--- src/design/binary_to_roman_numeral_stream_defines.svh ---
// assertion macros for the binary to roman numeral stream block
// uses clk and arst_n of the module that includes this file
`ifndef BINARY_TO_ROMAN_NUMERAL_STREAM_DEFINES_SVH
`define BINARY_TO_ROMAN_NUMERAL_STREAM_DEFINES_SVH

// same-cycle implication, checked at every rising edge out of reset
`define B2RN_ASSERT(lbl, ante, cons, msg) \
	lbl: assert property (@(posedge clk) disable iff (!arst_n) (ante) |-> (cons)) \
		else $error(msg);

// next-cycle implication
`define B2RN_ASSERT_NEXT(lbl, ante, cons, msg) \
	lbl: assert property (@(posedge clk) disable iff (!arst_n) (ante) |=> (cons)) \
		else $error(msg);

`endif

--- src/design/b2rn_pkg.sv ---
// shared types and constants of the binary to roman numeral stream block
// no dependencies
package b2rn_pkg;

	localparam int VALUE_W  = 12;
	localparam int CHAR_W   = 8;
	localparam int STATUS_W = 2;
	localparam int DIGITS   = 4;

	localparam logic [VALUE_W-1:0] ROMAN_MAX = 12'd3999;

	localparam logic [CHAR_W-1:0] SYM_I = 8'h49;
	localparam logic [CHAR_W-1:0] SYM_V = 8'h56;
	localparam logic [CHAR_W-1:0] SYM_X = 8'h58;
	localparam logic [CHAR_W-1:0] SYM_L = 8'h4C;
	localparam logic [CHAR_W-1:0] SYM_C = 8'h43;
	localparam logic [CHAR_W-1:0] SYM_D = 8'h44;
	localparam logic [CHAR_W-1:0] SYM_M = 8'h4D;

	typedef enum logic [STATUS_W-1:0] {
		ST_OK    = 2'd0,
		ST_ZERO  = 2'd1,
		ST_RANGE = 2'd2
	} status_t;

	// controller to datapath
	typedef struct packed {
		logic take;   // latch a new input value
		logic load;   // produce the next beat into the output register
	} b2rn_cmd_t;

	// datapath to controller
	typedef struct packed {
		logic is_last;  // the beat about to be produced ends the numeral
		logic is_ok;    // current item is a real numeral
	} b2rn_sts_t;

	// symbol ladder I V X L C D M, indexed by 2*decade + offset
	function automatic logic [CHAR_W-1:0] roman_sym(input logic [3:0] idx);
		logic [CHAR_W-1:0] s;
		case (idx)
			4'd0:    s = SYM_I;
			4'd1:    s = SYM_V;
			4'd2:    s = SYM_X;
			4'd3:    s = SYM_L;
			4'd4:    s = SYM_C;
			4'd5:    s = SYM_D;
			4'd6:    s = SYM_M;
			default: s = '0;
		endcase
		return s;
	endfunction

endpackage

--- src/design/b2rn_in_if.sv ---
// input channel of the roman numeral stream: one number per beat
// depends on b2rn_pkg
interface b2rn_in_if import b2rn_pkg::*; ();
	logic               valid;
	logic               ready;
	logic [VALUE_W-1:0] value;

	modport source(output valid, output value, input ready);
	modport sink(input valid, input value, output ready);
endinterface

--- src/design/b2rn_out_if.sv ---
// output channel of the roman numeral stream: one symbol per beat
// depends on b2rn_pkg
interface b2rn_out_if import b2rn_pkg::*; ();
	logic                valid;
	logic                ready;
	logic [CHAR_W-1:0]   symbol_char;
	logic [STATUS_W-1:0] status;
	logic                last;

	modport source(output valid, output symbol_char, output status, output last, input ready);
	modport sink(input valid, input symbol_char, input status, input last, output ready);
endinterface

--- src/design/b2rn_ctrl.sv ---
// controller of the roman numeral stream: item sequencing and output valid
// depends on b2rn_pkg and binary_to_roman_numeral_stream_defines.svh
`include "binary_to_roman_numeral_stream_defines.svh"

module b2rn_ctrl import b2rn_pkg::*; (
	input  logic      clk,
	input  logic      arst_n,
	input  logic      in_valid,
	output logic      in_ready,
	output logic      out_valid,
	input  logic      out_ready,
	input  b2rn_sts_t sts,
	output b2rn_cmd_t cmd
);

	typedef enum logic {
		S_IDLE,
		S_RUN
	} state_t;

	state_t state_q;
	logic   out_valid_q;
	logic   slot_free;

	always_comb begin
		slot_free = !out_valid_q || out_ready;
		cmd.load  = (state_q == S_RUN) && slot_free;
		// next number may enter as the final beat of this one is produced
		in_ready  = (state_q == S_IDLE) || (cmd.load && sts.is_last);
		cmd.take  = in_valid && in_ready;
	end

	always_ff @(posedge clk or negedge arst_n) begin
		if (!arst_n) begin
			state_q     <= S_IDLE;
			out_valid_q <= 1'b0;
		end else begin
			if (cmd.take) begin
				state_q <= S_RUN;
			end else if (cmd.load && sts.is_last) begin
				state_q <= S_IDLE;
			end
			if (cmd.load) begin
				out_valid_q <= 1'b1;
			end else if (out_ready) begin
				out_valid_q <= 1'b0;
			end
		end
	end

	assign out_valid = out_valid_q;

	`B2RN_ASSERT(a_no_overwrite, cmd.load, !out_valid_q || out_ready, "beat overwritten while stalled")
	`B2RN_ASSERT(a_idle_quiet, state_q == S_IDLE, !cmd.load, "beat produced with no item in flight")
	`B2RN_ASSERT(a_special_single, cmd.load && !sts.is_ok, sts.is_last, "special result not last")
	`B2RN_ASSERT_NEXT(a_last_ends, cmd.load && sts.is_last && !cmd.take, state_q == S_IDLE,
		"item still running after its last beat")

endmodule

--- src/design/b2rn_dp.sv ---
// datapath of the roman numeral stream: digit split, symbol selection, output register
// depends on b2rn_pkg
module b2rn_dp import b2rn_pkg::*; (
	input  logic                clk,
	input  b2rn_cmd_t           cmd,
	input  logic [VALUE_W-1:0]  in_value,
	output b2rn_sts_t           sts,
	output logic [CHAR_W-1:0]   out_symbol_char,
	output logic [STATUS_W-1:0] out_status,
	output logic                out_last
);

	typedef enum logic [1:0] {
		SEL_ONE  = 2'd0,
		SEL_FIVE = 2'd1,
		SEL_TEN  = 2'd2
	} sel_t;

	// largest k in 0..9 with k*unit <= rem; products up to 9000 need 14 bits
	function automatic logic [3:0] digit_at(input logic [VALUE_W-1:0] rem,
	                                        input logic [VALUE_W-1:0] unit);
		logic [3:0] d;
		d = '0;
		for (int k = 1; k <= 9; k++) begin
			if (14'(rem) >= 14'(k) * 14'(unit)) begin
				d = 4'(k);
			end
		end
		return d;
	endfunction

	function automatic logic [2:0] digit_len(input logic [3:0] d);
		logic [2:0] n;
		case (d)
			4'd1, 4'd5:       n = 3'd1;
			4'd2, 4'd4, 4'd6,
			4'd9:             n = 3'd2;
			4'd3, 4'd7:       n = 3'd3;
			4'd8:             n = 3'd4;
			default:          n = 3'd0;
		endcase
		return n;
	endfunction

	logic [3:0]         dig_q [DIGITS];
	logic [1:0]         dec_q;
	logic [1:0]         pos_q;
	status_t            kind_q;
	logic [CHAR_W-1:0]  sym_q;
	status_t            stat_q;
	logic               last_q;

	// split of the incoming value
	logic [VALUE_W-1:0] r1, r2, r3;
	logic [3:0]         th, hu, te, on;
	logic [1:0]         top_dec;
	status_t            kind_d;

	// beat generation
	logic [3:0]         cur;
	sel_t               sel;
	logic [2:0]         len;
	logic               pos_end;
	logic               has_lower;
	logic [1:0]         next_dec;
	logic [CHAR_W-1:0]  sym_d;

	always_comb begin
		th = digit_at(in_value, 12'd1000);
		r1 = in_value - VALUE_W'(th) * 12'd1000;
		hu = digit_at(r1, 12'd100);
		r2 = r1 - VALUE_W'(hu) * 12'd100;
		te = digit_at(r2, 12'd10);
		r3 = r2 - VALUE_W'(te) * 12'd10;
		on = r3[3:0];
		if (th != '0) begin
			top_dec = 2'd3;
		end else if (hu != '0) begin
			top_dec = 2'd2;
		end else if (te != '0) begin
			top_dec = 2'd1;
		end else begin
			top_dec = 2'd0;
		end
		if (in_value == '0) begin
			kind_d = ST_ZERO;
		end else if (in_value > ROMAN_MAX) begin
			kind_d = ST_RANGE;
		end else begin
			kind_d = ST_OK;
		end
	end

	always_comb begin
		cur = dig_q[dec_q];
		len = digit_len(cur);
		case (cur) inside
			[4'd1:4'd3]: sel = SEL_ONE;
			4'd4:        sel = (pos_q == '0) ? SEL_ONE : SEL_FIVE;
			[4'd5:4'd8]: sel = (pos_q == '0) ? SEL_FIVE : SEL_ONE;
			4'd9:        sel = (pos_q == '0) ? SEL_ONE : SEL_TEN;
			default:     sel = SEL_ONE;
		endcase
		sym_d     = roman_sym({1'b0, dec_q, 1'b0} + {2'b00, sel});
		pos_end   = ({1'b0, pos_q} + 3'd1) == len;
		has_lower = 1'b0;
		next_dec  = '0;
		for (int j = 0; j < DIGITS - 1; j++) begin
			if (2'(j) < dec_q && dig_q[j] != '0) begin
				has_lower = 1'b1;
				next_dec  = 2'(j);
			end
		end
		sts.is_ok   = (kind_q == ST_OK);
		sts.is_last = !sts.is_ok || (pos_end && !has_lower);
	end

	always_ff @(posedge clk) begin
		if (cmd.load) begin
			sym_q  <= sts.is_ok ? sym_d : '0;
			stat_q <= kind_q;
			last_q <= sts.is_last;
		end
		if (cmd.take) begin
			dig_q[3] <= th;
			dig_q[2] <= hu;
			dig_q[1] <= te;
			dig_q[0] <= on;
			dec_q    <= top_dec;
			pos_q    <= '0;
			kind_q   <= kind_d;
		end else if (cmd.load) begin
			if (pos_end) begin
				dec_q <= next_dec;
				pos_q <= '0;
			end else begin
				pos_q <= pos_q + 2'd1;
			end
		end
	end

	assign out_symbol_char = sym_q;
	assign out_status      = stat_q;
	assign out_last        = last_q;

endmodule

--- src/design/binary_to_roman_numeral_stream.sv ---
// top level of the binary to roman numeral stream block
// depends on b2rn_pkg, b2rn_in_if, b2rn_out_if, b2rn_ctrl and b2rn_dp
//
//  channel | dir | payload                       | beats per item
//  --------+-----+-------------------------------+---------------
//  din     | in  | value[11:0]                   | 1
//  dout    | out | symbol_char[7:0] status last  | 1 to 15
//
// an item gives one output beat per cycle (1 to 15 beats) while dout keeps up
// the next number is taken in the cycle the final beat of the current one
// enters the output register
// zero and values above 3999 give a single beat
// arst_n clears the sequencer and the output valid; payload is not reset
// a stall on dout holds the output register; while a number is in progress din ready stays low until it drains
module binary_to_roman_numeral_stream import b2rn_pkg::*; (
	input  logic  clk,
	input  logic  arst_n,
	b2rn_in_if.sink    din,
	b2rn_out_if.source dout
);

	b2rn_cmd_t cmd;
	b2rn_sts_t sts;

	// sequencer: when to accept a number and when to produce a beat
	b2rn_ctrl u_ctrl (
		.clk       (clk),
		.arst_n    (arst_n),
		.in_valid  (din.valid),
		.in_ready  (din.ready),
		.out_valid (dout.valid),
		.out_ready (dout.ready),
		.sts       (sts),
		.cmd       (cmd)
	);

	// digit split at acceptance, then one symbol per produced beat
	b2rn_dp u_dp (
		.clk             (clk),
		.cmd             (cmd),
		.in_value        (din.value),
		.sts             (sts),
		.out_symbol_char (dout.symbol_char),
		.out_status      (dout.status),
		.out_last        (dout.last)
	);

endmodule

--- src/flat_wrapper.sv ---
// flat-port wrapper written by rule: the top's interface ports become plain ports
module binary_to_roman_numeral_stream_flat import b2rn_pkg::*;
  (clk, arst_n, din_valid, din_value, din_ready, dout_valid, dout_symbol_char, dout_status, dout_last, dout_ready);
  b2rn_in_if din_i ();
  b2rn_out_if dout_i ();
  input  logic clk;
  input  logic arst_n;
  input wire logic [$bits(din_i.valid)-1:0] din_valid;
  input wire logic [$bits(din_i.value)-1:0] din_value;
  output wire logic [$bits(din_i.ready)-1:0] din_ready;
  output wire logic [$bits(dout_i.valid)-1:0] dout_valid;
  output wire logic [$bits(dout_i.symbol_char)-1:0] dout_symbol_char;
  output wire logic [$bits(dout_i.status)-1:0] dout_status;
  output wire logic [$bits(dout_i.last)-1:0] dout_last;
  input wire logic [$bits(dout_i.ready)-1:0] dout_ready;
  assign din_i.valid = din_valid;
  assign din_i.value = din_value;
  assign din_ready = din_i.ready;
  assign dout_valid = dout_i.valid;
  assign dout_symbol_char = dout_i.symbol_char;
  assign dout_status = dout_i.status;
  assign dout_last = dout_i.last;
  assign dout_i.ready = dout_ready;
  binary_to_roman_numeral_stream u_core (.clk(clk), .arst_n(arst_n), .din(din_i), .dout(dout_i));
endmodule
--- config.mk ---
export PLATFORM = sky130hd
export DESIGN_NAME = binary_to_roman_numeral_stream_flat
export DESIGN_NICKNAME = d
export VERILOG_FILES = /design/src/design/b2rn_pkg.sv /design/src/design/b2rn_in_if.sv /design/src/design/b2rn_out_if.sv /design/src/design/b2rn_ctrl.sv /design/src/design/b2rn_dp.sv /design/src/design/binary_to_roman_numeral_stream.sv /design/src/flat_wrapper.sv
export VERILOG_INCLUDE_DIRS = /design/src /design/src/design
export SDC_FILE = /design/constraint.sdc
export NUM_CORES = 1
export LEC_CHECK = 0
export BUFFER_PORTS_ARGS = -buffer_cell sky130_fd_sc_hd__buf_2
export CAP_MARGIN = 20
export CELL_PAD_IN_SITES_DETAIL_PLACEMENT = 1
export CELL_PAD_IN_SITES_GLOBAL_PLACEMENT = 1
export CORE_MARGIN = 4
export CORE_UTILIZATION = 41
export DETAILED_ROUTE_END_ITERATION = 10
export GPL_TIMING_DRIVEN = 1
export PLACE_DENSITY_LB_ADDON = 0.1
export SETUP_SLACK_MARGIN = 0.3
export SLEW_MARGIN = 20
export SYNTH_ARGS = -nofsm -noshare
export SYNTH_HDL_FRONTEND = slang
export SYNTH_HIERARCHICAL = 1
export SYNTH_SLANG_ARGS = --single-unit
--- constraint.sdc ---
create_clock -name clk -period 6.4 [get_ports clk]
set_input_delay 0.64 -clock clk [delete_from_list [all_inputs] [get_ports clk]]
set_output_delay 0.64 -clock clk [all_outputs]
set_load 0.1 [all_outputs]
==> flow_summary_export.csv, run 1 <==
group,metric,value,unit
status,status,"finished, violations left",
status,failed_checks,"negative setup slack",
global_route,antenna_found_initial,0,
global_route,grt_max_degree,23,
final_layout,diodes,0,
worst_setup_path,cp-start-kind,"input pin",
worst_setup_path,cp.required,6.43,ns
worst_setup_path,crit_family,"adder cells",
worst_setup_path,crit_slowest_cell,"fa_1",
global_route,overflow,0,
clock_tree,clk_latency,0.29,ns
route,ant_nets,0,
timing,tns,-10.18,ns
route,wl_per_cell,25.74,um
final_layout,area_delta_synth_final,62.05,%
clock_tree,clk_pin_slew,0.08,ns
route,drc,0,
floorplan,core,0.008175,sq mm
floorplan,num_rows,33,
floorplan,die_area,0.009908,sq mm
synthesis,synthCells,373,
floorplan,die-height,99.54,um
placed_design,post-dp-hpwl,8460,um
timing,setup-violations-final,9,
worst_setup_path,reg2reg_slack,1.83,ns
clock_tree,clock-sinks,34,
timing,fmax,128.6,MHz
synthesis,synth_area,0.003436,sq mm
clock_tree,postCtsHoldBufs,0,
worst_setup_path,worstPathMaxFanout,4,
synthesis,synth_common_cells,"40 x ha_1, 39 x inv_1, 28 x edfxtp_1, 24 x nor2_1, 24 x o21ai_0",
global_route,grt_util_all_layers,27.64,%
synthesis,synth.distinct_cells,74,
global_route,grt_pass1_wl,21510,um
synthesis,yosysWarnings,6,
synthesis,yosysTopAreaCellShare,24.47,%
timing,slew_headroom,39.99,%
clock_tree,cts-root-buf,"clkbuf_8",
timing,clock_skew,0.01227,ns
timing,rsz0062_at_grt,"true",
route,wl,16680,um
synthesis,synthTopCellsByArea,"edfxtp_1 24%, ha_1 15%, inv_1 4.3%",
worst_setup_path,end_kind,"flip-flop",
clock_tree,cts.path.max_buffers,2,
route,first_pass_iters,5,
clock_tree,cts_tree,"done",
final_layout,nets,603,
worst_setup_path,cp_slowest_stage_delay,0.43,ns
final_layout,layout-drive-gt1-share,50.28,%
timing,fin_ws,-1.377,ns
floorplan,die_w,99.54,um
synthesis,ys_async_sr_fraction,5.882,%
synthesis,syn_avg_cell_area,9.211,sq um
min_path,min_path_type,"input pin to asynchronous set/reset pin",
synthesis,ys_ff_latch,34,
placed_design,place.gp.congestion,0.8265,
route,vias,3978,
timing,fin_crit_sh,121.5,%
global_route,grt_pass1_vias,4056,
synthesis,yosysMostFrequentCell,"ha_1",
placed_design,port_buffers,26,
timing,finalHoldViolCount,0,
synthesis,synth-edff-count,28,
floorplan,ioPinCount,29,
synthesis,yosysTopAreaCell,"edfxtp_1",
worst_setup_path,timing.critical_path.buf_inv,9,
timing,tightest_slew,0.8881,ns
run,cap_viol_max_count,0,
worst_setup_path,crit_type,"input pin to flip-flop",
route,drt_iter0_markers,288,
floorplan,initial_utilization,42.03,%
synthesis,yosysSeqAreaShare,28.26,%
worst_setup_path,ff2ff_path_depth,13,
clock_tree,h-tree-depth,2,
route,viasPerCell,6.139,
synthesis,synth_flop_cell,"edfxtp_1",
timing,min_period,7.777,ns
clock_tree,numCtsBuffers,5,
worst_setup_path,cp.arrival,7.80,ns
timing,drv_slew,0,
[layout make-up]
| cell class | count | area [sq um] |
|---|---|---|
| Timing Repair Buffer | 166 | 1267 |
| Inverter | 39 | 146.4 |
| Tap cell | 105 | 131.4 |
| Clock buffer | 7 | 86.33 |
| Clock inverter | 1 | 30.03 |
| Multi-Input combinational cell | 296 | 2935 |
| Sequential cell | 34 | 970.9 |
| Fill cell | 878 | 2608 |
[per-layer routing]
| layer | GRT usage [%] | share of wire (%) | vias to the layer above | wire [um] |
|---|---|---|---|---|
| met1 | 30.31 | 36 | 2005 | 6053 |
| met4 | 10.71 | 5.9 | 0 | 984 |
| met5 | 0 | 0 | - | 0 |
| li1 | - | - | 1720 | - |
| met2 | 53.93 | 53 | 176 | 8906 |
| met3 | 2.735 | 4.4 | 77 | 735 |
[through the flow]
stage          worst slack [ns]  std cells  util, %  hold slack [ns]  instance area [sq um]
2_1_floorplan           -0.9543        375        -           0.3444                   3656
3_3_place_gp             -1.162        606    57.35           0.4260                   4688
3_5_place_dp             -1.367        606    57.35           0.4273                   4688
4_1_cts                 -0.8230        631    63.25           0.1163                   5171
5_1_grt                  -1.539        648    68.11           0.1140                   5568
6_report                 -1.377        648    68.11           0.1164                   5568
[cell usage in the layout, fill, tap and decap left out, types with 8 or more instances in the layout]
| cell | count |
|---|---|
| nand2b_1 | 8 |
| edfxtp_1 | 28 |
| ha_1 | 24 |
| ha_4 | 15 |
| a21oi_1 | 17 |
| nand2_1 | 18 |
| inv_2 | 9 |
| buf_6 | 13 |
| nor2_1 | 17 |
| buf_4 | 126 |
| nor3_1 | 9 |
| buf_2 | 22 |
| inv_1 | 30 |
| xor2_1 | 9 |
| o21ai_0 | 16 |
[cell families (layout without fill, tap and decap cells)]
logic type	count (synthesis)	count (layout)	share of synthesized area (%)
buffers and inverters	45	213	5.134
AOI/OAI and AO/OA	108	108	21.85
other	1	3	0.1091
adders and majority gates	45	45	17.48
xor gates and xnor gates	23	23	6.264
DFF	34	34	28.26
and+or+nand+nor	110	110	17.48
muxes	7	7	3.423
[what timing repair did]
item | in CTS | in global routing
gates cloned | 0 | 0
resized for setup | 52 | 48
pin swaps | 38 | 19
setup endpoints to repair | 9 | 9
buffers inserted | 17 | 17
[worst register-to-register path: stages (launching register included)]
cell and delay, ns:
dfxtp_1 0.49, mux4_2 0.64, and3_1 0.21, or3_1 0.37, a2bb2oi_2 0.20, o2111ai_1 0.22
nand2_1 0.23, nand2_1 0.08, o22ai_2 0.12, buf_4 0.33, nand3_1 0.28, nor4bb_1 0.82
a211oi_4 0.16, mux2_4 0.31
[registers in the layout, indices dropped and copies added (netlist names), named ones only]
name                         count
u_core/u_dp/dec_q                2
u_core/u_dp/dig_q               15
u_core/u_dp/out_last             1
u_core/u_dp/out_status           2
u_core/u_ctrl/out_valid          1
u_core/u_dp/kind_q               2
u_core/u_ctrl/state_q            1
u_core/u_dp/pos_q                2
u_core/u_dp/out_symbol_char      6
[how the worst max path moves through the flow]
stage / start / to / cells after the start
floorplan: din_value[4] / u_core/u_dp/dig_q[0][3] / 33
CTS: din_value[3] / u_core/u_dp/dig_q[0][3] / 35
global placement: din_value[10] / u_core/u_dp/dig_q[0][3] / 31
finish: din_value[10] / u_core/u_dp/dig_q[0][3] / 37
global route: din_value[3] / u_core/u_dp/dig_q[0][3] / 39
detailed placement: din_value[6] / u_core/u_dp/dig_q[0][3] / 31
Power of run 1 is left out: the tool's default activity adds up to more than one toggle a clock period on the data nets, which glitch-free logic cannot reach.
==> inputs of run 2 (changes only) <==
Settings changed: SKIP_CTS_REPAIR_TIMING from default to 1.
==> flow_summary_export.csv, run 2 (same netlist as run 1, synthesis figures left out) <==
group,metric,value,unit
status,status,"finished, violations left",
status,failed_checks,"negative setup slack",
route,drc,0,
timing,fin_ws,-1.233,ns
route,ant_nets,0,
final_layout,largest_reg_flops,15,
final_layout,most-common-layout-cells,"115 x buf_4, 32 x inv_1, 28 x edfxtp_1, 24 x ha_1, 22 x buf_2",
timing,rsz0062_at_grt,"true",
timing,fmax,131.0,MHz
global_route,grt_pass1_wl,17320,um
final_layout,layout-drive-gt1-share,45.73,%
timing,tightest_slew,0.8688,ns
timing,min_period,7.633,ns
worst_setup_path,crit_top_cell,"ha_4",
worst_setup_path,timing.critical_path.buf_inv,4,
clock_tree,clock-sinks,34,
floorplan,initial_utilization,42.03,%
global_route,overflow,0,
worst_setup_path,crit_family,"adder cells",
timing,finalHoldViolCount,0,
global_route,antenna_found_initial,0,
timing,hold_ws,0.1302,ns
floorplan,die_w,99.54,um
clock_tree,numCtsBuffers,5,
run,cap_viol_max_count,0,
global_route,grt_pass1_vias,3646,
floorplan,core,0.008175,sq mm
floorplan,num_rows,33,
final_layout,area_delta_synth_final,54.26,%
worst_setup_path,crit_type,"input pin to flip-flop",
worst_setup_path,reg2reg_slack,2.02,ns
worst_setup_path,crit_slowest_cell,"fa_2",
route,wl_per_cell,21.14,um
worst_setup_path,crit_path_start,"din_value[9]",
timing,drv_slew,0,
placed_design,port_buffers,26,
timing,slew_headroom,41.29,%
clock_tree,cts-root-buf,"clkbuf_8",
clock_tree,clk_latency,0.28,ns
route,viasPerCell,5.712,
min_path,min_path_type,"input pin to asynchronous set/reset pin",
global_route,grt_max_degree,23,
clock_tree,clk_pin_slew,0.07,ns
final_layout,final_common_cell,"buf_4",
route,vias,3610,
floorplan,die_area,0.009908,sq mm
clock_tree,cts_tree,"done",
route,first_pass_iters,4,
placed_design,place.gp.congestion,0.8265,
route,wl,13360,um
worst_setup_path,end_kind,"flip-flop",
floorplan,ioPinCount,29,
worst_setup_path,cp_slowest_stage_delay,0.42,ns
route,drt_iter0_markers,101,
global_route,grt_util_all_layers,21.37,%
clock_tree,h-tree-depth,2,
final_layout,diodes,0,
timing,fin_crit_sh,119.3,%
worst_setup_path,cp-start-kind,"input pin",
worst_setup_path,cp.required,6.42,ns
timing,setup-violations-final,9,
final_layout,largest_register,"u_core/u_dp/dig_q",
timing,clock_skew,0.006104,ns
placed_design,post-dp-hpwl,8460,um
worst_setup_path,cp.arrival,7.66,ns
final_layout,nets,587,
worst_setup_path,worstPathMaxFanout,6,
floorplan,die-height,99.54,um
clock_tree,cts.path.max_buffers,2,
-- run 2: cell types whose count changed in the layout (fill, tap and decap cells not counted), sizes merged --
cell | previous run | this run
buf | 165 | 150
clkbuf | 8 | 7
-- run 2: cell type report --
cell class,instances,area (sq um)
tap,105,131.4
multi-input combinational,296,2804
timing repair buffer,150,1131
clock inverter,1,30.03
clock buffer,7,86.33
sequential,34,970.9
inverter,39,146.4
fill,901,2875
-- run 2: worst paths after layout --
path                                      endpoint  depth (start not counted)
min reg2reg                   u_core/u_dp/pos_q[1]                          2
max                        u_core/u_dp/dig_q[0][3]                         33
min                          u_core/u_ctrl/state_q                          1
max reg2reg                              flip-flop                         13
min in group clk              u_core/u_dp/pos_q[1]                          2
max in group asynchronous  u_core/u_ctrl/out_valid                          1
-- run 2: per-stage QoR --
| stage | setup TNS, ns | cell area (sq um) | std cells | utilization [%] | worst slack [ns] |
|---|---|---|---|---|---|
| 2_1_floorplan | -2.795 | 3656 | 375 | - | -0.9543 |
| 3_3_place_gp | -5.804 | 4688 | 606 | 57.35 | -1.162 |
| 3_5_place_dp | -7.575 | 4688 | 606 | 57.35 | -1.367 |
| 4_1_cts | -5.071 | 4805 | 614 | 58.77 | -1.092 |
| 5_1_grt | -9.541 | 5300 | 632 | 64.83 | -1.420 |
| 6_report | -7.929 | 5300 | 632 | 64.83 | -1.233 |
-- run 2: routing by layer --
layer	wire length, um	track usage (%)
met1	5265	25.75
met2	7182	40.50
met3	414	2.034
met4	497	5.252
met5	0	0
Power of run 2 is left out for the same reason.
